### config.mk
export PLATFORM = sky130hd
export DESIGN_NAME = octahedron_sphere_triangle_gen
export DESIGN_NICKNAME = d
export VERILOG_FILES = /design/src/osph_pkg.sv /design/src/octahedron_sphere_triangle_gen.sv
export SDC_FILE = /design/constraint.sdc
export NUM_CORES = 1
export LEC_CHECK = 0
export ABC_AREA = 1
export BUFFER_PORTS_ARGS = -buffer_cell sky130_fd_sc_hd__buf_4
export CAP_MARGIN = 20
export CORE_MARGIN = 4
export CORE_UTILIZATION = 25
export CTS_CLUSTER_DIAMETER = 120
export DETAILED_ROUTE_END_ITERATION = 8
export PLACE_DENSITY = 0.39
export SYNTH_ARGS = -nofsm -noshare
export SYNTH_HDL_FRONTEND = slang
export SYNTH_SLANG_ARGS = --single-unit
### constraint.sdc
create_clock -name aclk -period 15.86 [get_ports aclk]
set_input_delay 3.172 -clock aclk [delete_from_list [all_inputs] [get_ports aclk]]
set_output_delay 3.172 -clock aclk [all_outputs]
set_load 0.01 [all_outputs]
### src/osph_pkg.sv
// Package with shared types and constants for the octahedron sphere triangle generator.
package osph_pkg;

    // Deepest subdivision level and fraction bits of a coordinate.
    localparam int MAX_LEVEL = 6;
    localparam int FRAC_BITS = 14;

    // Sequencer states.
    typedef enum logic [3:0] {
        ST_IDLE,
        ST_LOAD,
        ST_SUM,
        ST_SQR,
        ST_ROOT,
        ST_DIV,
        ST_NEXT,
        ST_EMIT
    } state_t;

    // Child selection codes of one subdivision step.
    localparam logic [1:0] CHILD_A   = 2'd0;
    localparam logic [1:0] CHILD_C   = 2'd1;
    localparam logic [1:0] CHILD_B   = 2'd2;
    localparam logic [1:0] CHILD_MID = 2'd3;

    // Base point number for each octahedron face corner.
    function automatic logic [2:0] face_point(input logic [2:0] face, input logic [1:0] k);
        logic [2:0] p;
        p = 3'd0;
        unique case (face)
            3'd0: p = (k == 2'd0) ? 3'd0 : (k == 2'd1) ? 3'd1 : 3'd2;
            3'd1: p = (k == 2'd0) ? 3'd0 : (k == 2'd1) ? 3'd2 : 3'd3;
            3'd2: p = (k == 2'd0) ? 3'd0 : (k == 2'd1) ? 3'd3 : 3'd4;
            3'd3: p = (k == 2'd0) ? 3'd0 : (k == 2'd1) ? 3'd4 : 3'd1;
            3'd4: p = (k == 2'd0) ? 3'd5 : (k == 2'd1) ? 3'd2 : 3'd1;
            3'd5: p = (k == 2'd0) ? 3'd5 : (k == 2'd1) ? 3'd3 : 3'd2;
            3'd6: p = (k == 2'd0) ? 3'd5 : (k == 2'd1) ? 3'd4 : 3'd3;
            default: p = (k == 2'd0) ? 3'd5 : (k == 2'd1) ? 3'd1 : 3'd4;
        endcase
        return p;
    endfunction

    // Sign code of one axis of a base point: 0 zero, 1 plus, 2 minus.
    function automatic logic [1:0] base_axis(input logic [2:0] p, input logic [1:0] ax);
        logic [1:0] r;
        r = 2'd0;
        unique case (p)
            3'd0: r = (ax == 2'd2) ? 2'd1 : 2'd0;
            3'd1: r = (ax == 2'd0) ? 2'd1 : 2'd0;
            3'd2: r = (ax == 2'd1) ? 2'd1 : 2'd0;
            3'd3: r = (ax == 2'd0) ? 2'd2 : 2'd0;
            3'd4: r = (ax == 2'd1) ? 2'd2 : 2'd0;
            default: r = (ax == 2'd2) ? 2'd2 : 2'd0;
        endcase
        return r;
    endfunction

endpackage

### src/octahedron_sphere_triangle_gen.sv
// Top level: maps a triangle index to three unit-sphere corners by serial subdivision.
// The first corner is ready once the bit-serial square, root and divide loops have run for
// every midpoint component at each level; an out-of-range index gives one flagged word.
// Throughput: one item at a time; the next word is taken once the sequencer is back in idle
// after the last corner leaves, so no new index is accepted while an item is in flight.
// Reset (aresetn, synchronous, active low) clears the sequencer and the level register.
module octahedron_sphere_triangle_gen (
    input  logic                     aclk,
    input  logic                     aresetn,
    input  logic                     cfg_we,
    input  logic [2:0]               cfg_wdata,
    input  logic                     s_valid,
    output logic                     s_ready,
    input  logic [14:0]              s_triangle_index,
    output logic                     m_valid,
    input  logic                     m_ready,
    output logic signed [15:0]       m_vertex_x,
    output logic signed [15:0]       m_vertex_y,
    output logic signed [15:0]       m_vertex_z,
    output logic [1:0]               m_corner,
    output logic                     m_last_corner,
    output logic                     m_index_out_of_range
);

    // Derived widths: coordinates, sums, squares and quotient.
    localparam int CW  = osph_pkg::FRAC_BITS + 2;          // signed coordinate
    localparam int MW  = osph_pkg::FRAC_BITS + 2;          // sum magnitude up to 2^(F+1)
    localparam int QW  = 2 * MW + 2;                       // sum of three squares
    localparam int RW  = QW / 2;                           // root width
    localparam int NW  = MW + osph_pkg::FRAC_BITS;         // dividend width
    localparam int SQC = $clog2(QW + 1);
    localparam int LVW = $clog2(osph_pkg::MAX_LEVEL + 1);
    localparam logic [LVW-1:0] MAXL = LVW'(osph_pkg::MAX_LEVEL);
    localparam logic [MW-1:0] ONE_M = MW'(1) << osph_pkg::FRAC_BITS;

    typedef logic signed [CW-1:0] coord_t;

    osph_pkg::state_t state_reg, state_next;

    // Level register.
    logic [2:0] level_reg;
    always_ff @(posedge aclk) begin
        if (!aresetn) begin
            level_reg <= 3'd0;
        end else if (cfg_we) begin
            level_reg <= cfg_wdata;
        end
    end

    logic [LVW-1:0] eff_level;
    always_comb begin
        if ({29'd0, level_reg} > osph_pkg::MAX_LEVEL) eff_level = MAXL;
        else eff_level = LVW'(level_reg);
    end

    // Working triangle, midpoints and item state.
    coord_t     tri_reg [3][3];
    coord_t     mid_reg [3][3];
    logic [14:0] idx_reg;
    logic [LVW-1:0] step_reg;      // remaining levels
    logic [1:0] mid_sel_reg;       // which midpoint: 0 ab, 1 ac, 2 cb
    logic [1:0] ax_reg;            // component counter
    logic [1:0] emit_reg;
    logic       oor_reg;
    logic [2:0] face_reg;

    // Sum magnitudes and signs of the current midpoint.
    logic [MW-1:0] smag_reg [3];
    logic          sneg_reg [3];

    // Serial squarer and accumulator: shift-add one bit per cycle.
    logic [QW-1:0]  acc_reg;
    logic [MW-1:0]  mplr_reg;
    logic [QW-1:0]  mcnd_reg;
    logic [SQC-1:0] cnt_reg;

    // Root: two bits of radicand per cycle.
    logic [QW-1:0]  rad_reg;
    logic [RW+1:0]  rem_reg;
    logic [RW-1:0]  root_reg;

    // Divider: restoring, one quotient bit per cycle.
    logic [NW-1:0]  dnum_reg;
    logic [RW:0]    drem_reg;
    logic [NW-1:0]  quo_reg;

    // Output register.
    logic           out_valid_reg;

    // Endpoints of the current midpoint.
    logic [1:0] pa, pb;
    always_comb begin
        unique case (mid_sel_reg)
            2'd0: begin pa = 2'd0; pb = 2'd1; end
            2'd1: begin pa = 2'd0; pb = 2'd2; end
            default: begin pa = 2'd2; pb = 2'd1; end
        endcase
    end

    logic signed [CW:0] sum_c;
    assign sum_c = {tri_reg[pa][ax_reg][CW-1], tri_reg[pa][ax_reg]}
                 + {tri_reg[pb][ax_reg][CW-1], tri_reg[pb][ax_reg]};

    // Root step.
    logic [RW+1:0] rtrial;
    logic [RW+1:0] rshift;
    assign rshift = {rem_reg[RW-1:0], rad_reg[QW-1 -: 2]};
    assign rtrial = {root_reg, 2'b01};

    // Divider step: the next dividend bit enters the partial remainder.
    logic [RW+1:0] dshift;
    assign dshift = {drem_reg, dnum_reg[NW-1]};

    logic [1:0] digit;
    assign digit = 2'(idx_reg >> (2 * (step_reg - LVW'(1))));

    // Next state.
    always_comb begin
        state_next = state_reg;
        unique case (state_reg)
            osph_pkg::ST_IDLE: if (s_valid) state_next = osph_pkg::ST_LOAD;
            osph_pkg::ST_LOAD: begin
                if (oor_reg) state_next = osph_pkg::ST_EMIT;
                else if (step_reg == '0) state_next = osph_pkg::ST_EMIT;
                else state_next = osph_pkg::ST_SUM;
            end
            osph_pkg::ST_SUM: if (ax_reg == 2'd2) state_next = osph_pkg::ST_SQR;
            osph_pkg::ST_SQR:
                if (cnt_reg == SQC'(MW) && ax_reg == 2'd2) state_next = osph_pkg::ST_ROOT;
            osph_pkg::ST_ROOT: if (cnt_reg == SQC'(RW)) state_next = osph_pkg::ST_DIV;
            osph_pkg::ST_DIV:
                if (cnt_reg == SQC'(NW) && ax_reg == 2'd2) state_next = osph_pkg::ST_NEXT;
            osph_pkg::ST_NEXT: begin
                if (mid_sel_reg != 2'd2) state_next = osph_pkg::ST_SUM;
                else if (step_reg == LVW'(1)) state_next = osph_pkg::ST_EMIT;
                else state_next = osph_pkg::ST_SUM;
            end
            osph_pkg::ST_EMIT: begin
                if (m_ready && out_valid_reg && (oor_reg || emit_reg == 2'd2))
                    state_next = osph_pkg::ST_IDLE;
            end
            default: state_next = osph_pkg::ST_IDLE;
        endcase
    end

    // Outputs of the sequencer.
    always_comb begin
        s_ready = (state_reg == osph_pkg::ST_IDLE);
    end

    always_ff @(posedge aclk) begin
        if (!aresetn) state_reg <= osph_pkg::ST_IDLE;
        else state_reg <= state_next;
    end

    // Datapath.
    always_ff @(posedge aclk) begin
        if (!aresetn) begin
            out_valid_reg <= 1'b0;
        end else begin
            unique case (state_reg)
                osph_pkg::ST_IDLE: begin
                    out_valid_reg <= 1'b0;
                    if (s_valid) begin
                        idx_reg  <= s_triangle_index;
                        step_reg <= eff_level;
                        oor_reg  <= (s_triangle_index >> (2 * eff_level)) > 15'd7;
                        face_reg <= 3'(s_triangle_index >> (2 * eff_level));
                    end
                end
                osph_pkg::ST_LOAD: begin
                    // Fill the face triangle from the base points.
                    for (int k = 0; k < 3; k++) begin
                        for (int a = 0; a < 3; a++) begin
                            unique case (osph_pkg::base_axis(
                                    osph_pkg::face_point(face_reg, 2'(k)), 2'(a)))
                                2'd1: tri_reg[k][a] <= CW'(ONE_M);
                                2'd2: tri_reg[k][a] <= -CW'(ONE_M);
                                default: tri_reg[k][a] <= '0;
                            endcase
                        end
                    end
                    mid_sel_reg <= 2'd0;
                    ax_reg <= 2'd0;
                    emit_reg <= 2'd0;
                    out_valid_reg <= oor_reg || (step_reg == '0);
                end
                osph_pkg::ST_SUM: begin
                    smag_reg[ax_reg] <= sum_c[CW] ? MW'(-sum_c) : MW'(sum_c);
                    sneg_reg[ax_reg] <= sum_c[CW];
                    if (ax_reg == 2'd2) begin
                        ax_reg <= 2'd0;
                        acc_reg <= '0;
                        cnt_reg <= '0;
                        // component 2 is latched via smag_reg; restart from component 0
                        mplr_reg <= smag_reg[0];
                        mcnd_reg <= QW'(smag_reg[0]);
                    end else begin
                        ax_reg <= ax_reg + 2'd1;
                    end
                end
                osph_pkg::ST_SQR: begin
                    if (cnt_reg == SQC'(MW)) begin
                        cnt_reg <= '0;
                        if (ax_reg == 2'd2) begin
                            ax_reg <= 2'd0;
                            rad_reg <= acc_reg;
                            rem_reg <= '0;
                            root_reg <= '0;
                        end else begin
                            ax_reg <= ax_reg + 2'd1;
                            mplr_reg <= smag_reg[ax_reg + 2'd1];
                            mcnd_reg <= QW'(smag_reg[ax_reg + 2'd1]);
                        end
                    end else begin
                        if (mplr_reg[0]) acc_reg <= acc_reg + mcnd_reg;
                        mplr_reg <= mplr_reg >> 1;
                        mcnd_reg <= mcnd_reg << 1;
                        cnt_reg <= cnt_reg + SQC'(1);
                    end
                end
                osph_pkg::ST_ROOT: begin
                    if (cnt_reg == SQC'(RW)) begin
                        cnt_reg <= '0;
                        dnum_reg <= NW'({smag_reg[0], {osph_pkg::FRAC_BITS{1'b0}}});
                        drem_reg <= '0;
                        quo_reg <= '0;
                    end else begin
                        if (rshift >= rtrial) begin
                            rem_reg <= rshift - rtrial;
                            root_reg <= {root_reg[RW-2:0], 1'b1};
                        end else begin
                            rem_reg <= rshift;
                            root_reg <= {root_reg[RW-2:0], 1'b0};
                        end
                        rad_reg <= rad_reg << 2;
                        cnt_reg <= cnt_reg + SQC'(1);
                    end
                end
                osph_pkg::ST_DIV: begin
                    if (cnt_reg == SQC'(NW)) begin
                        // Round to nearest: twice the remainder against the root.
                        logic [NW:0] qr;
                        logic [RW+1:0] twice;
                        logic [MW-1:0] qc;
                        twice = {drem_reg, 1'b0};
                        qr = {1'b0, quo_reg} +
                             ((root_reg != '0 && twice >=
                               (RW+2)'(root_reg) + (RW+2)'(root_reg[0])) ? (NW+1)'(1) : '0);
                        qc = (qr > (NW+1)'(ONE_M)) ? ONE_M : MW'(qr);
                        if (root_reg == '0) qc = '0;
                        mid_reg[mid_sel_reg][ax_reg] <=
                            sneg_reg[ax_reg] ? -CW'(qc) : CW'(qc);
                        cnt_reg <= '0;
                        if (ax_reg != 2'd2) begin
                            ax_reg <= ax_reg + 2'd1;
                            dnum_reg <= NW'({smag_reg[ax_reg + 2'd1],
                                             {osph_pkg::FRAC_BITS{1'b0}}});
                            drem_reg <= '0;
                            quo_reg <= '0;
                        end else begin
                            ax_reg <= 2'd0;
                        end
                    end else begin
                        if (dshift >= (RW+2)'(root_reg) && root_reg != '0) begin
                            drem_reg <= (RW+1)'(dshift - (RW+2)'(root_reg));
                            quo_reg <= {quo_reg[NW-2:0], 1'b1};
                        end else begin
                            drem_reg <= (RW+1)'(dshift);
                            quo_reg <= {quo_reg[NW-2:0], 1'b0};
                        end
                        dnum_reg <= dnum_reg << 1;
                        cnt_reg <= cnt_reg + SQC'(1);
                    end
                end
                osph_pkg::ST_NEXT: begin
                    if (mid_sel_reg != 2'd2) begin
                        mid_sel_reg <= mid_sel_reg + 2'd1;
                    end else begin
                        mid_sel_reg <= 2'd0;
                        step_reg <= step_reg - LVW'(1);
                        // Pick the child triangle; mid 0 ab, 1 ac, 2 cb.
                        for (int a = 0; a < 3; a++) begin
                            unique case (digit)
                                osph_pkg::CHILD_A: begin
                                    tri_reg[1][a] <= mid_reg[0][a];
                                    tri_reg[2][a] <= mid_reg[1][a];
                                end
                                osph_pkg::CHILD_C: begin
                                    tri_reg[0][a] <= tri_reg[2][a];
                                    tri_reg[1][a] <= mid_reg[1][a];
                                    tri_reg[2][a] <= mid_reg[2][a];
                                end
                                osph_pkg::CHILD_B: begin
                                    tri_reg[0][a] <= tri_reg[1][a];
                                    tri_reg[1][a] <= mid_reg[2][a];
                                    tri_reg[2][a] <= mid_reg[0][a];
                                end
                                default: begin
                                    tri_reg[0][a] <= mid_reg[2][a];
                                    tri_reg[1][a] <= mid_reg[1][a];
                                    tri_reg[2][a] <= mid_reg[0][a];
                                end
                            endcase
                        end
                        if (step_reg == LVW'(1)) out_valid_reg <= 1'b1;
                    end
                end
                osph_pkg::ST_EMIT: begin
                    if (m_ready && out_valid_reg) begin
                        if (oor_reg || emit_reg == 2'd2) out_valid_reg <= 1'b0;
                        else emit_reg <= emit_reg + 2'd1;
                    end
                end
                default: out_valid_reg <= 1'b0;
            endcase
        end
    end

    // Result word.
    assign m_valid = out_valid_reg && (state_reg == osph_pkg::ST_EMIT);
    assign m_vertex_x = oor_reg ? '0 : 16'(tri_reg[emit_reg][0]);
    assign m_vertex_y = oor_reg ? '0 : 16'(tri_reg[emit_reg][1]);
    assign m_vertex_z = oor_reg ? '0 : 16'(tri_reg[emit_reg][2]);
    assign m_corner = oor_reg ? 2'd0 : emit_reg;
    assign m_last_corner = oor_reg || (emit_reg == 2'd2);
    assign m_index_out_of_range = oor_reg;

endmodule

== Word level (Yosys, flattened, before mapping) ==
Memories as Yosys holds them, arrays and structs flattened. A register that Yosys moved wholly into a read port is not among the register bits.
Index checks and enable logic that the tools add are counted.
Word-level totals
  register bits after elaboration: 272
  RAM bits: 339
  memories: 4
Memory list
  mid_reg: words 3, width 48, read ports 3, clocked after Yosys merged registers in 0, write ports 1, line octahedron_sphere_triangle_gen.sv:58  | coord_t mid_reg [3][3];
  tri_reg: words 3, width 48, read ports 5, clocked after Yosys merged registers in 1, write ports 3, line octahedron_sphere_triangle_gen.sv:57  | coord_t tri_reg [3][3];
  smag_reg: words 3, width 16, read ports 2, clocked after Yosys merged registers in 0, write ports 1, line octahedron_sphere_triangle_gen.sv:68  | logic [MW-1:0] smag_reg [3];
  sneg_reg: words 3, width 1, read ports 1, clocked after Yosys merged registers in 1, write ports 1, line octahedron_sphere_triangle_gen.sv:69  | logic sneg_reg [3];
Cells by class
  $add $sub $neg: 14
  $lt $le $gt $ge: 8
  equal/unequal tests: 73
  shift-type cells: 2
  multiplexer cells: 321
  bitwise gates (word level): 53
  reductions and logical operators: 62
Operators with widths (number)
  16-bit two-way mux: 69
  34-bit two-way mux: 9
  34-bit one-hot mux with 2 select lines: 3
  30-bit two-way mux: 6
  1-bit two-way mux: 141
  30-bit one-hot mux with 2 select lines: 2
  17-bit two-way mux: 7
  18-bit two-way mux: 4
  17-bit one-hot mux with 2 select lines: 2
  16-bit binary-select mux with 2-bit select: 2
  2-bit two-way mux: 30
  1-bit bitwise OR: 51
  48-bit two-way mux: 1
  2-bit one-hot mux with 2 select lines: 11
  3-bit two-way mux: 14
  2-bit != test (second input constant): 19
  18-bit one-hot mux with 2 select lines: 1
  34-bit adder: 1
  16-bit demux with 2-bit select: 1
  16-bit negator: 2
  16-bit one-hot mux with 2 select lines: 1
  4-bit one-hot mux with 8 select lines: 1
  2-bit OR reduction: 16
  15-bit by 32-bit >> shifter with 2-bit output: 1
  53 further kinds: 138

== Longest topological paths before layout ==
Gate-level depths: netlist (run 1).
  depth in word-level cells: 21
  depth in mapped cells: 48
  depth with buffers taken out: 47

== Worst setup path after synthesis (run 1) ==
No wires, ideal clock.
  path kind: input to register
  start: input port aresetn
  end: register dnum_reg[14] (enable)
  setup time: 0.644 ns
  data arrival time: 9.718 ns
  slack: 5.498 ns
  stages: 3
  path buffers: 1
  cells stage by stage: clkbuf_1 -> inv_1 -> nor4_1
On the way
  word-level cells in the longest chain between the ends: 1
RTL lines
  start: declaration: line octahedron_sphere_triangle_gen.sv:9  | input logic aresetn,
  4-bit AND reduction (no source line)
  end signal: assignment: line octahedron_sphere_triangle_gen.sv:225  | dnum_reg <= NW'({smag_reg[0], {osph_pkg::FRAC_BITS{1'b0}}});
  end signal: assignment: line octahedron_sphere_triangle_gen.sv:257  | dnum_reg <= NW'({smag_reg[ax_reg + 2'd1],
  end signal: assignment: line octahedron_sphere_triangle_gen.sv:272  | dnum_reg <= dnum_reg << 1;
  end: declaration: line octahedron_sphere_triangle_gen.sv:83  | logic [NW-1:0] dnum_reg;
No other way between the ends.
A chain may end at the register's enable or synchronous reset.

== Worst setup path in the final report (run 1) ==
  start: register root_reg[1]
  end: memory mid_reg[2][20] in the netlist's numbering, data pin
On the way
  word-level cells in the longest chain between the ends: 13
  elaborated cells on any way between the ends: 15
  those cells by class: 3 x add/sub; 2 x order compare; 7 x mux; 3 x reduce/logical
RTL lines
  start: declaration: line octahedron_sphere_triangle_gen.sv:80  | logic [RW-1:0] root_reg;
  start signal: assignment: line octahedron_sphere_triangle_gen.sv:231  | root_reg <= {root_reg[RW-2:0], 1'b1};
  start signal: assignment: line octahedron_sphere_triangle_gen.sv:234  | root_reg <= {root_reg[RW-2:0], 1'b0};
  17-bit by 1-bit adder with 18-bit output: line octahedron_sphere_triangle_gen.sv:249  | (RW+2)'(root_reg) + (RW+2)'(root_reg[0])) ? (NW+1)'(1) : '0);
  19-bit by 18-bit greater-or-equal comparator with 1-bit output: line octahedron_sphere_triangle_gen.sv:248  | ((root_reg != '0 && twice >=
  1-bit logical AND: line octahedron_sphere_triangle_gen.sv:248
  1-bit two-way mux: line octahedron_sphere_triangle_gen.sv:249
  30-bit by 1-bit adder with 31-bit output: line octahedron_sphere_triangle_gen.sv:247  | qr = {1'b0, quo_reg} +
  31-bit by 15-bit > comparator with 1-bit output: line octahedron_sphere_triangle_gen.sv:250  | qc = (qr > (NW+1)'(ONE_M)) ? ONE_M : MW'(qr);
  16-bit two-way mux: line octahedron_sphere_triangle_gen.sv:250
  16-bit two-way mux *: line octahedron_sphere_triangle_gen.sv:251  | if (root_reg == '0) qc = '0;
  16-bit two-way mux *: line octahedron_sphere_triangle_gen.sv:241  | if (cnt_reg == SQC'(NW)) begin
  16-bit two-way mux *: line octahedron_sphere_triangle_gen.sv:161  | unique case (state_reg)
  16-bit two-way mux *: line octahedron_sphere_triangle_gen.sv:158  | if (!aresetn) begin
  16-bit negator: line octahedron_sphere_triangle_gen.sv:253  | sneg_reg[ax_reg] ? -CW'(qc) : CW'(qc);
  16-bit two-way mux *: line octahedron_sphere_triangle_gen.sv:253
  end: declaration: line octahedron_sphere_triangle_gen.sv:58
Every way passes the cells marked *; elsewhere a longest branch is shown, timed or not. The select of a mux whose other input is x is not followed.

==> qor.csv, run 1 <==
metric,value,unit
"Reg clk slew, reported paths",0.06,ns
Resized cells post-CTS,0,
site row count,137,
setup TNS,0,ns
Fmax,135.5,MHz
Final Slew Violations,0,
Final ANT Viol Nets,0,
Synth Instances,4063,
"Seq/Total Area, Yosys",0.5107,
RSZ-0062 raised after global routing,false,
main flop type after synthesis,edfxtp_1,
crit start category,flip-flop,
Synth Warn #,0,
GP Congestion,0.8204,
Setup Buffers After CTS,0,
run status,completed,
layout cells sized above 1,0.07964,
Initial Utilization,0.2516,
syn nets,4218,
sequential power share,0.383,
worst hold slack,0.4764,ns
Inserted Clock Buffers,77,
Max stage delay on crit path,0.61,ns
WL per Instance,21.04,µm
Tcrit/Tclk final,0.4653,
Vias/cell,4.744,
DR vias,28680,
crit path max fanout,10,
Net Sw Frac,0.3661,
highest-count cells in the layout ignoring fill and taps,"nand2_1 (859), edfxtp_1 (589), inv_1 (514), a21oi_1 (418), nor2_1 (368)",
Comb pwr share,0.311,
CP dominant cell by count,inv_1,
DR iter-0 viols,2533,
hpwl dp,84.53,mm
initial antenna violation count,2,
share of the synthesized area in the top cell type,0.5044,
Critical Path End Type,flip-flop,
Arrival @ worst endpoint,7.73,ns
vias in the first global route,28100,
post-synthesis area per instance,8.631,µm²
Final min period,7.380,ns
Lkg Pwr,16.59,nW
"area leader, netlist",edfxtp_1,
pin count of the biggest net entering global routing,85,
root buffer cell,clkbuf_16,
Worst slew margin,0.2007,
Crit Path Category,reg -> reg,
# IOs,77,
Post-Syn Area,35070,µm²
Die X,382.5,µm
Synth area leaders,"edfxtp_1 (50%), nand2_1 (9.2%), a21oi_1 (6.0%)",
global-route wire length before repair,187.1,mm
CTS Sinks,600,
worst slew pin tran,1.186,ns
H-tree levels,3,
Die Ht,382.5,µm
pwr/cell area,141.8,nW/µm²
number of synthesized flops with an enable pin,589,
Filler cells,14830,
GRT Util Overall,0.1698,
"most common cell after layout, fill and taps aside",nand2_1,
Max-Cap Viols,0,
clock skew,0.03570,ns
DRC violations left,0,
Synth-to-Final Area Change,15.21,%
Int Pwr,0.003633,W
Hold Buf Count CTS,0,
Port Buf Inserts,76,
Post-synth ARST share,0,
post-synth cell types,62,
Clock Tree Buf Depth,3,
Fin. Hold Viols,0,
DRT Wirelength,127.2,mm
setup violators final,0,
Seq cells post-synth,600,
gr ovfl total,0,
CTS tree,yes,
Worst IR Drop VDD,0.07659,mV
"Req. time, crit path",16.20,ns
first-pass detailed-route iteration total,5,
Hold Path Class,reg -> reg,
# nets final,4261,
Critical-path top delay cell,nor2_1,
DIE AREA,146300,µm²
Skew-Pair Late Insertion Delay,0.65,ns
Switch Pwr,0.002098,W
clock share of power,0.305,
"Cell Area, Placed",37910,µm²
"Design Area, Final",40400,µm²
core box area,139400,µm²
==> power by group through the flow <==
stage               Combinational [W]  Sequential [W]  Clock, W
finish                        0.00178         0.00220   0.00175
CTS                           0.00181         0.00220   0.00180
floorplan                     0.00119         0.00219         0
global route                  0.00201         0.00221   0.00187
global placement              0.00180         0.00223         0
detailed placement            0.00180         0.00223         0
==> synth_stat cells, drive strengths merged, types with 23 or more instances <==
library cell,instances
nand2,878
edfxtp,589
inv,529
a21oi,419
nor2,401
o21ai,364
nand3,147
clkbuf,131
ha,129
xor2,67
buf,45
o211ai,41
nand4,29
a221oi,26
nor3,25
o22ai,23
==> layer usage <==
metal,GRT usage,share of wire,vias to the layer above
li1,-,-,14000
met1,0.2290,0.46,13800
met2,0.2784,0.46,717
met3,0.03274,0.056,172
met4,0.04545,0.027,0
met5,0,0,-
==> area by class of cell <==
| cell class | instances | area, µm² | share of cell area |
|---|---|---|---|
| multi-input combinational | 2756 | 14610 | 0.3616 |
| tap | 1876 | 2347 | 0.05810 |
| clock inverter | 41 | 391.6 | 0.009693 |
| sequential | 600 | 17910 | 0.4434 |
| inverter | 531 | 1994 | 0.04936 |
| antenna | 1 | 2.502 | 0.00006194 |
| timing repair buffer | 140 | 1084 | 0.02682 |
| clock buffer | 101 | 2059 | 0.05097 |
==> path summary, 6_finish.rpt <==
kind	from	to	slack [ns]	cells after the start
hold reg to reg	out_valid_reg	out_valid_reg	0.48	2
setup reg to reg	root_reg[1]	mid_reg[2][20]	8.48	40
setup / recovery	root_reg[1]	mid_reg[2][20]	8.48	40
hold / removal	out_valid_reg	out_valid_reg	0.48	2
==> worst max-delay path, delay by kind of cell, from the launching register on <==
family	cells	cell delay, ns
buffers and inverters	8	0.61
AO/OA/AOI/OAI	4	0.47
adder cells (fa/ha/maj)	5	1.32
AND/OR/NAND/NOR	21	3.51
flip-flops	1	0.40
XOR/XNOR	2	0.74
==> logic make-up (layout without fill, tap and decap cells) <==
logic type,count (synthesis),in the layout,share of synthesized area
XOR/XNOR,89,89,0.02223
buffers and inverters,707,813,0.07710
AND/OR/NAND/NOR,1506,1506,0.1761
AO/OA/AOI/OAI,1020,1020,0.1634
multiplexers,9,9,0.002783
adder cells (fa/ha/maj),132,132,0.04774
flip-flops,600,600,0.5107
other,0,1,0
==> through the flow <==
step / power (W) / cells / worst slack (ns) / util
floorplan: 0.003384 / 4063 / 5.498 / -
global placement: 0.004026 / 5897 / 8.387 / 0.2718
detailed placement: 0.004025 / 5899 / 8.339 / 0.2720
CTS: 0.005801 / 6041 / 8.444 / 0.2896
global route: 0.006092 / 6045 / 7.521 / 0.2899
finish: 0.005731 / 6046 / 8.480 / 0.2899
No activity file was read; power rests on OpenSTA's default activity.
==> run 2, diff against run 1 <==
--- a/config.mk
+++ b/config.mk
@@ -12,7 +12,7 @@
 export CORE_UTILIZATION = 25
 export CTS_CLUSTER_DIAMETER = 120
 export DETAILED_ROUTE_END_ITERATION = 8
-export PLACE_DENSITY = 0.39
+export PLACE_DENSITY = 0.4
 export SYNTH_ARGS = -nofsm -noshare
 export SYNTH_HDL_FRONTEND = slang
 export SYNTH_SLANG_ARGS = --single-unit
==> constraint.sdc (replaced) <==
create_clock -name aclk -period 6 [get_ports aclk]
set_input_delay 1.2 -clock aclk [delete_from_list [all_inputs] [get_ports aclk]]
set_output_delay 1.2 -clock aclk [all_outputs]
set_load 0.01 [all_outputs]
==> qor.csv, run 2 (synthesis results as in run 1) <==
metric,value,unit,change
run status,completed,,unchanged
Critical Path End Type,flip-flop,,unchanged
Hold Path Class,reg -> reg,,unchanged
pwr/cell area,371.0,nW/µm²,was 141.8 nW/µm²
initial antenna violation count,1,,was 2
Filler cells,14750,,"was 14,830"
Inserted Clock Buffers,77,,unchanged
Worst Hold End,out_valid_reg,,unchanged
GP Congestion,0.8412,,was 0.8204
worst slew pin tran,1.330,ns,was 1.186 ns
vias in the first global route,28840,,"was 28,100"
DIE AREA,146300,µm²,unchanged
WL per Instance,20.66,µm,was 21.04 µm
DRC violations left,0,,unchanged
Hold Startpoint,out_valid_reg,,unchanged
Clock Tree Buf Depth,3,,unchanged
Final min period,5.671,ns,was 7.380 ns
# nets final,4376,,"was 4,261"
pin count of the biggest net entering global routing,103,,was 85
gr ovfl total,0,,unchanged
Max stage delay on crit path,0.35,ns,was 0.61 ns
H-tree levels,3,,unchanged
first-pass detailed-route iteration total,6,,was 5
DR vias,29430,,"was 28,680"
site row count,137,,unchanged
"Reg clk slew, reported paths",0.06,ns,about the same
Die X,382.5,µm,unchanged
Reg2Reg Setup Slack,0.33,ns,was 8.48 ns
Tcrit/Tclk final,0.9452,,was 0.4653
GRT Util Overall,0.1695,,was 0.1698
global-route wire length before repair,188.2,mm,was 187.1 mm
# IOs,77,,unchanged
Worst IR Drop VDD,0.1844,mV,was 0.07659 mV
CTS Sinks,600,,unchanged
WHS Path Cells,2,,unchanged
Worst slew margin,0.1041,,was 0.2007
layout cells sized above 1,0.1244,,was 0.07964
setup TNS,0,ns,unchanged
Final ANT Viol Nets,0,,unchanged
reg2reg start,root_reg[0],,was root_reg[1]
hpwl dp,84.69,mm,was 84.53 mm
core box area,139400,µm²,unchanged
Crit Path Category,reg -> reg,,unchanged
DRT Wirelength,127.3,mm,was 127.2 mm
Vias/cell,4.778,,was 4.744
crit path max fanout,6,,was 10
Critical-path top delay cell,edfxtp_1,,was nor2_1
"Cell Area, Placed",38650,µm²,"was 37,910 µm²"
Storage cell area,17910,µm²,unchanged
Reg2Reg Depth,48,,was 40
"Design Area, Final",41930,µm²,"was 40,400 µm²"
Lkg Pwr,17.37,nW,was 16.59 nW
CTS tree,yes,,unchanged
Multi-input gate area,15030,µm²,"was 14,610 µm²"
Initial Utilization,0.2516,,unchanged
reg-to-reg endpoint,mid_reg[2][44],,was mid_reg[2][20]
"Req. time, crit path",6.40,ns,was 16.20 ns
Max-Cap Viols,0,,unchanged
Port Buf Inserts,76,,unchanged
Synth-to-Final Area Change,19.58,%,was 15.21%
root buffer cell,clkbuf_16,,unchanged
Final Slew Violations,0,,unchanged
setup violators final,0,,unchanged
Die Ht,382.5,µm,unchanged
DR iter-0 viols,2290,,"was 2,533"
Fin. Hold Viols,0,,unchanged
"most common cell after layout, fill and taps aside",nand2_1,,unchanged
crit start category,flip-flop,,unchanged
Fmax,176.3,MHz,was 135.5 MHz
Skew-Pair Late Insertion Delay,0.68,ns,was 0.65 ns
clock skew,0.03670,ns,was 0.03570 ns
highest-count cells in the layout ignoring fill and taps,"nand2_1 (838), edfxtp_1 (589), inv_1 (506), a21oi_1 (416), nor2_1 (355)",,"was nand2_1 (859), edfxtp_1 (589), inv_1 (514), a21oi_1 (418), nor2_1 (368)"
Arrival @ worst endpoint,6.07,ns,was 7.73 ns
run 2: cell count changes in the layout (fill, tap and decap cells not counted), sizes merged:
cell and delta:
nand2 +3, buf +114, inv +1, clkinvlp +4, clkbuf -11, bufinv +4
clkinv -1
run 2: worst max-delay path by stage:
stage / startpoint / end / slack (ns) / cells after the start
2_1_floorplan: root_reg[1] / mid_reg[0][14] / 0.21 / 43
3_3_place_gp: root_reg[0] / mid_reg[1][38] / -0.51 / 41
3_5_place_dp: root_reg[0] / mid_reg[1][38] / -0.54 / 41
4_1_cts: root_reg[0] / mid_reg[1][46] / 0.0006 / 47
5_1_grt: root_reg[0] / mid_reg[2][44] / -0.03 / 48
6_report: root_reg[0] / mid_reg[2][44] / 0.33 / 48
run 2: stage by stage:
stage / power [W] / cells / utilization / hold WS [ns] / setup WS [ns]
after global placement: 0.01077 / 5984 / 0.2770 / 0.4626 / -0.5095
after floorplan: 0.008935 / 4063 / - / 0.4448 / 0.2117
after global routing: 0.01651 / 6159 / 0.3009 / 0.4944 / -0.03180
after CTS: 0.01573 / 6147 / 0.2979 / 0.4695 / 0.0006315
final: 0.01556 / 6160 / 0.3009 / 0.4688 / 0.3286
after detailed placement: 0.01078 / 5987 / 0.2773 / 0.4607 / -0.5357
run 2: final cells by class:
type                    instances  share of cell area
well taps                    1876             0.05598
repair buffers                252             0.04896
multi-input cells            2759              0.3584
inverters                     531             0.04756
flip-flops and latches        600              0.4272
clock buffers                  92             0.04780
clock inverters                49             0.01402
diodes                          1          0.00005968
run 2: worst max-delay path, delay by kind of cell, from the launching register on:
kind	cells	cell delay (ns)
flops	1	0.35
simple gates	26	2.65
fa+ha+maj	4	0.83
compound gates	4	0.36
xor+xnor	1	0.14
buf+inv	13	1.03
run 2: repair_timing:
action                                  in CTS  in global routing
gates cloned                                 1                  2
resized for setup                           26                 80
pin swaps                                   15                 34
setup buffers                               18                 10
hold buffers                                 0                  0
endpoints found under the setup margin      90                135
run 2: where the power goes:
group | switching, W | internal, W
registers | 0.000332 | 0.00551
clock network | 0.00197 | 0.00288
logic | 0.00338 | 0.00148
total | 0.00569 | 0.00987
run 2: layer usage:
metal / up-vias / track usage / wire, µm / share of wire
met2: 706 / 0.2729 / 57760 / 0.45
met5: - / 0 / 0 / 0
met3: 147 / 0.02418 / 5986 / 0.047
met1: 14350 / 0.2410 / 61240 / 0.48
met4: 0 / 0.03811 / 2288 / 0.018
li1: 14230 / - / - / -
==> run 3, diff against run 2 <==
--- a/config.mk
+++ b/config.mk
@@ -8,11 +8,13 @@
 export ABC_AREA = 1
 export BUFFER_PORTS_ARGS = -buffer_cell sky130_fd_sc_hd__buf_4
 export CAP_MARGIN = 20
+export CELL_PAD_IN_SITES_DETAIL_PLACEMENT = 0
+export CELL_PAD_IN_SITES_GLOBAL_PLACEMENT = 1
 export CORE_MARGIN = 4
 export CORE_UTILIZATION = 25
 export CTS_CLUSTER_DIAMETER = 120
 export DETAILED_ROUTE_END_ITERATION = 8
-export PLACE_DENSITY = 0.4
+export PLACE_DENSITY = 0.47
 export SYNTH_ARGS = -nofsm -noshare
 export SYNTH_HDL_FRONTEND = slang
 export SYNTH_SLANG_ARGS = --single-unit
==> constraint.sdc (replaced) <==
create_clock -name aclk -period 6.1 [get_ports aclk]
set_input_delay 1.22 -clock aclk [delete_from_list [all_inputs] [get_ports aclk]]
set_output_delay 1.22 -clock aclk [all_outputs]
set_load 0.01 [all_outputs]
==> qor.csv, run 3 (synthesis results as in run 1) <==
metric,value,unit,change
run status,completed,,unchanged
worst slew pin tran,1.183,ns,was 1.330 ns
Final ANT Viol Nets,0,,unchanged
setup slack after layout,0.09243,ns,was 0.3286 ns
pin count of the biggest net entering global routing,69,,was 103
Layout Utilization,0.3015,,was 0.3009
pwr/cell area,367.9,nW/µm²,was 371.0 nW/µm²
Worst slew margin,0.2032,,was 0.1041
hpwl dp,90.76,mm,was 84.69 mm
Die X,382.5,µm,unchanged
"Reg clk slew, reported paths",0.06,ns,about the same
crit path max fanout,5,,was 6
Arrival @ worst endpoint,6.44,ns,was 6.07 ns
CP top delay family,simple AND/OR/NAND/NOR gates,,unchanged
Skew-Pair Late Insertion Delay,0.70,ns,was 0.68 ns
Worst Hold End,out_valid_reg,,unchanged
Design Power,0.01546,W,was 0.01556 W
core box area,139400,µm²,unchanged
Critical-path top delay cell,edfxtp_1,,unchanged
first-pass detailed-route iteration total,6,,unchanged
highest-count cells in the layout ignoring fill and taps,"nand2_1 (841), edfxtp_1 (589), inv_1 (508), a21oi_1 (415), nor2_1 (357)",,"was nand2_1 (838), edfxtp_1 (589), inv_1 (506), a21oi_1 (416), nor2_1 (355)"
Max-Cap Viols,0,,unchanged
gr ovfl total,0,,unchanged
H-tree levels,3,,unchanged
GR Util met1,0.2474,,was 0.2410
Vias/cell,4.737,,was 4.778
clock skew,0.03980,ns,was 0.03670 ns
Critical path origin,root_reg[1],,was root_reg[0]
initial antenna violation count,2,,was 1
# nets final,4382,,"was 4,376"
CP Buf/Inv Count,14,,was 13
Die Ht,382.5,µm,unchanged
Inserted Clock Buffers,79,,was 77
Crit Path Category,reg -> reg,,unchanged
DR iter-0 viols,1994,,"was 2,290"
met2 Use GR,0.2952,,was 0.2729
CP dominant cell by count,inv_2,,
pre-CTS WS,-0.4668,ns,was -0.5357 ns
Clock Tree Buf Depth,3,,unchanged
vias in the first global route,29370,,"was 28,840"
Lkg Pwr,17.37,nW,about the same
setup TNS,0,ns,unchanged
setup violators final,0,,unchanged
GP Congestion,0.8089,,was 0.8412
Fmax,166.5,MHz,was 176.3 MHz
global-route wire length before repair,196.3,mm,was 188.2 mm
"most common cell after layout, fill and taps aside",nand2_1,,unchanged
Final Slew Violations,0,,unchanged
GRT Util Overall,0.1789,,was 0.1695
grt met3 use,0.02502,,was 0.02418
Max stage delay on crit path,0.35,ns,about the same
WHS Path Cells,2,,unchanged
DRC violations left,0,,unchanged
DR vias,29210,,"was 29,430"
layout cells sized above 1,0.1237,,was 0.1244
reg-to-reg endpoint,mid_reg[1][26],,was mid_reg[2][44]
Final min period,6.008,ns,was 5.671 ns
"Req. time, crit path",6.53,ns,was 6.40 ns
Critical Path End Type,flip-flop,,unchanged
# IOs,77,,unchanged
CTS Sinks,600,,unchanged
root buffer cell,clkbuf_16,,unchanged
Synth-to-Final Area Change,19.83,%,was 19.58%
Initial Utilization,0.2516,,unchanged
DRT Wirelength,133.4,mm,was 127.3 mm
Worst IR Drop VDD,0.1816,mV,was 0.1844 mV
Reg2Reg Setup Slack,0.09,ns,was 0.33 ns
Reg2Reg Depth,50,,was 48
# diodes,0,,was 1
reg2reg start,root_reg[1],,was root_reg[0]
site row count,137,,unchanged
WL per Instance,21.63,µm,was 20.66 µm
Hold Path Class,reg -> reg,,unchanged
crit start category,flip-flop,,unchanged
Port Buf Inserts,76,,unchanged
gr busiest metal,met2,,unchanged
Fin. Hold Viols,0,,unchanged
RSZ-0062 raised after global routing,true,,
worst hold slack,0.4745,ns,was 0.4688 ns
CTS tree,yes,,unchanged
Tcrit/Tclk final,0.9848,,was 0.9452
Hold Startpoint,out_valid_reg,,unchanged
DIE AREA,146300,µm²,unchanged
[run 3: layer usage]
layer / vias to the layer above / routed length (µm) / part of all wire
li1: 14260 / - / -
met1: 14130 / 62480 / 0.47
met2: 665 / 61590 / 0.46
met3: 161 / 6236 / 0.047
met4: 0 / 3103 / 0.023
met5: - / 0 / 0
[run 3: per-stage QoR]
| stage | instance area (µm²) | cells |
|---|---|---|
| floorplan | 35080 | 4063 |
| global placement | 38730 | 6004 |
| detailed placement | 38750 | 6005 |
| CTS | 41520 | 6156 |
| global route | 42020 | 6167 |
| finish | 42020 | 6167 |
[run 3: worst max path at each step]
stage,slack (ns),cells after the start,endpoint
floorplan,0.31,43,mid_reg[0][14]
detailed placement,-0.47,44,mid_reg[0][20]
CTS,0.004,47,mid_reg[2][40]
finish,0.09,50,mid_reg[1][26]
global route,-0.43,48,mid_reg[2][10]
global placement,-0.44,44,mid_reg[1][20]
[run 3: worst register-to-register path: cells and delay by family (launching register included)]
| family | cells | cell delay, ns |
|---|---|---|
| and+or+nand+nor | 27 | 2.57 |
| buffers and inverters | 14 | 1.29 |
| adders and majority gates | 5 | 0.99 |
| AOI/OAI and AO/OA | 3 | 0.49 |
| DFF | 1 | 0.35 |
| xor gates and xnor gates | 1 | 0.06 |
[run 3: layout make-up]
| type | count | area [µm²] |
|---|---|---|
| clock inverter | 47 | 550.5 |
| sequential | 600 | 17910 |
| fill | 14800 | 97340 |
| tap | 1876 | 2347 |
| inverter | 531 | 1996 |
| clock buffer | 98 | 2111 |
| timing repair buffer | 258 | 2079 |
| multi-input combinational | 2757 | 15020 |
[run 3: power breakdown]
group | total [W] | internal [W] | switching, W
Sequential | 0.00574 | 0.00542 | 0.000326
Clock | 0.00487 | 0.00289 | 0.00198
Combinational | 0.00484 | 0.00144 | 0.00340
Total | 0.0155 | 0.00975 | 0.00571
[run 3: timing repair]
item                       in CTS  in global routing
setup endpoints to repair      81                135
setup buffers                   6                 10
hold buffers                    0                  0
gates cloned                    0                  4
resized for setup              17                 94
pin swaps                       8                 38
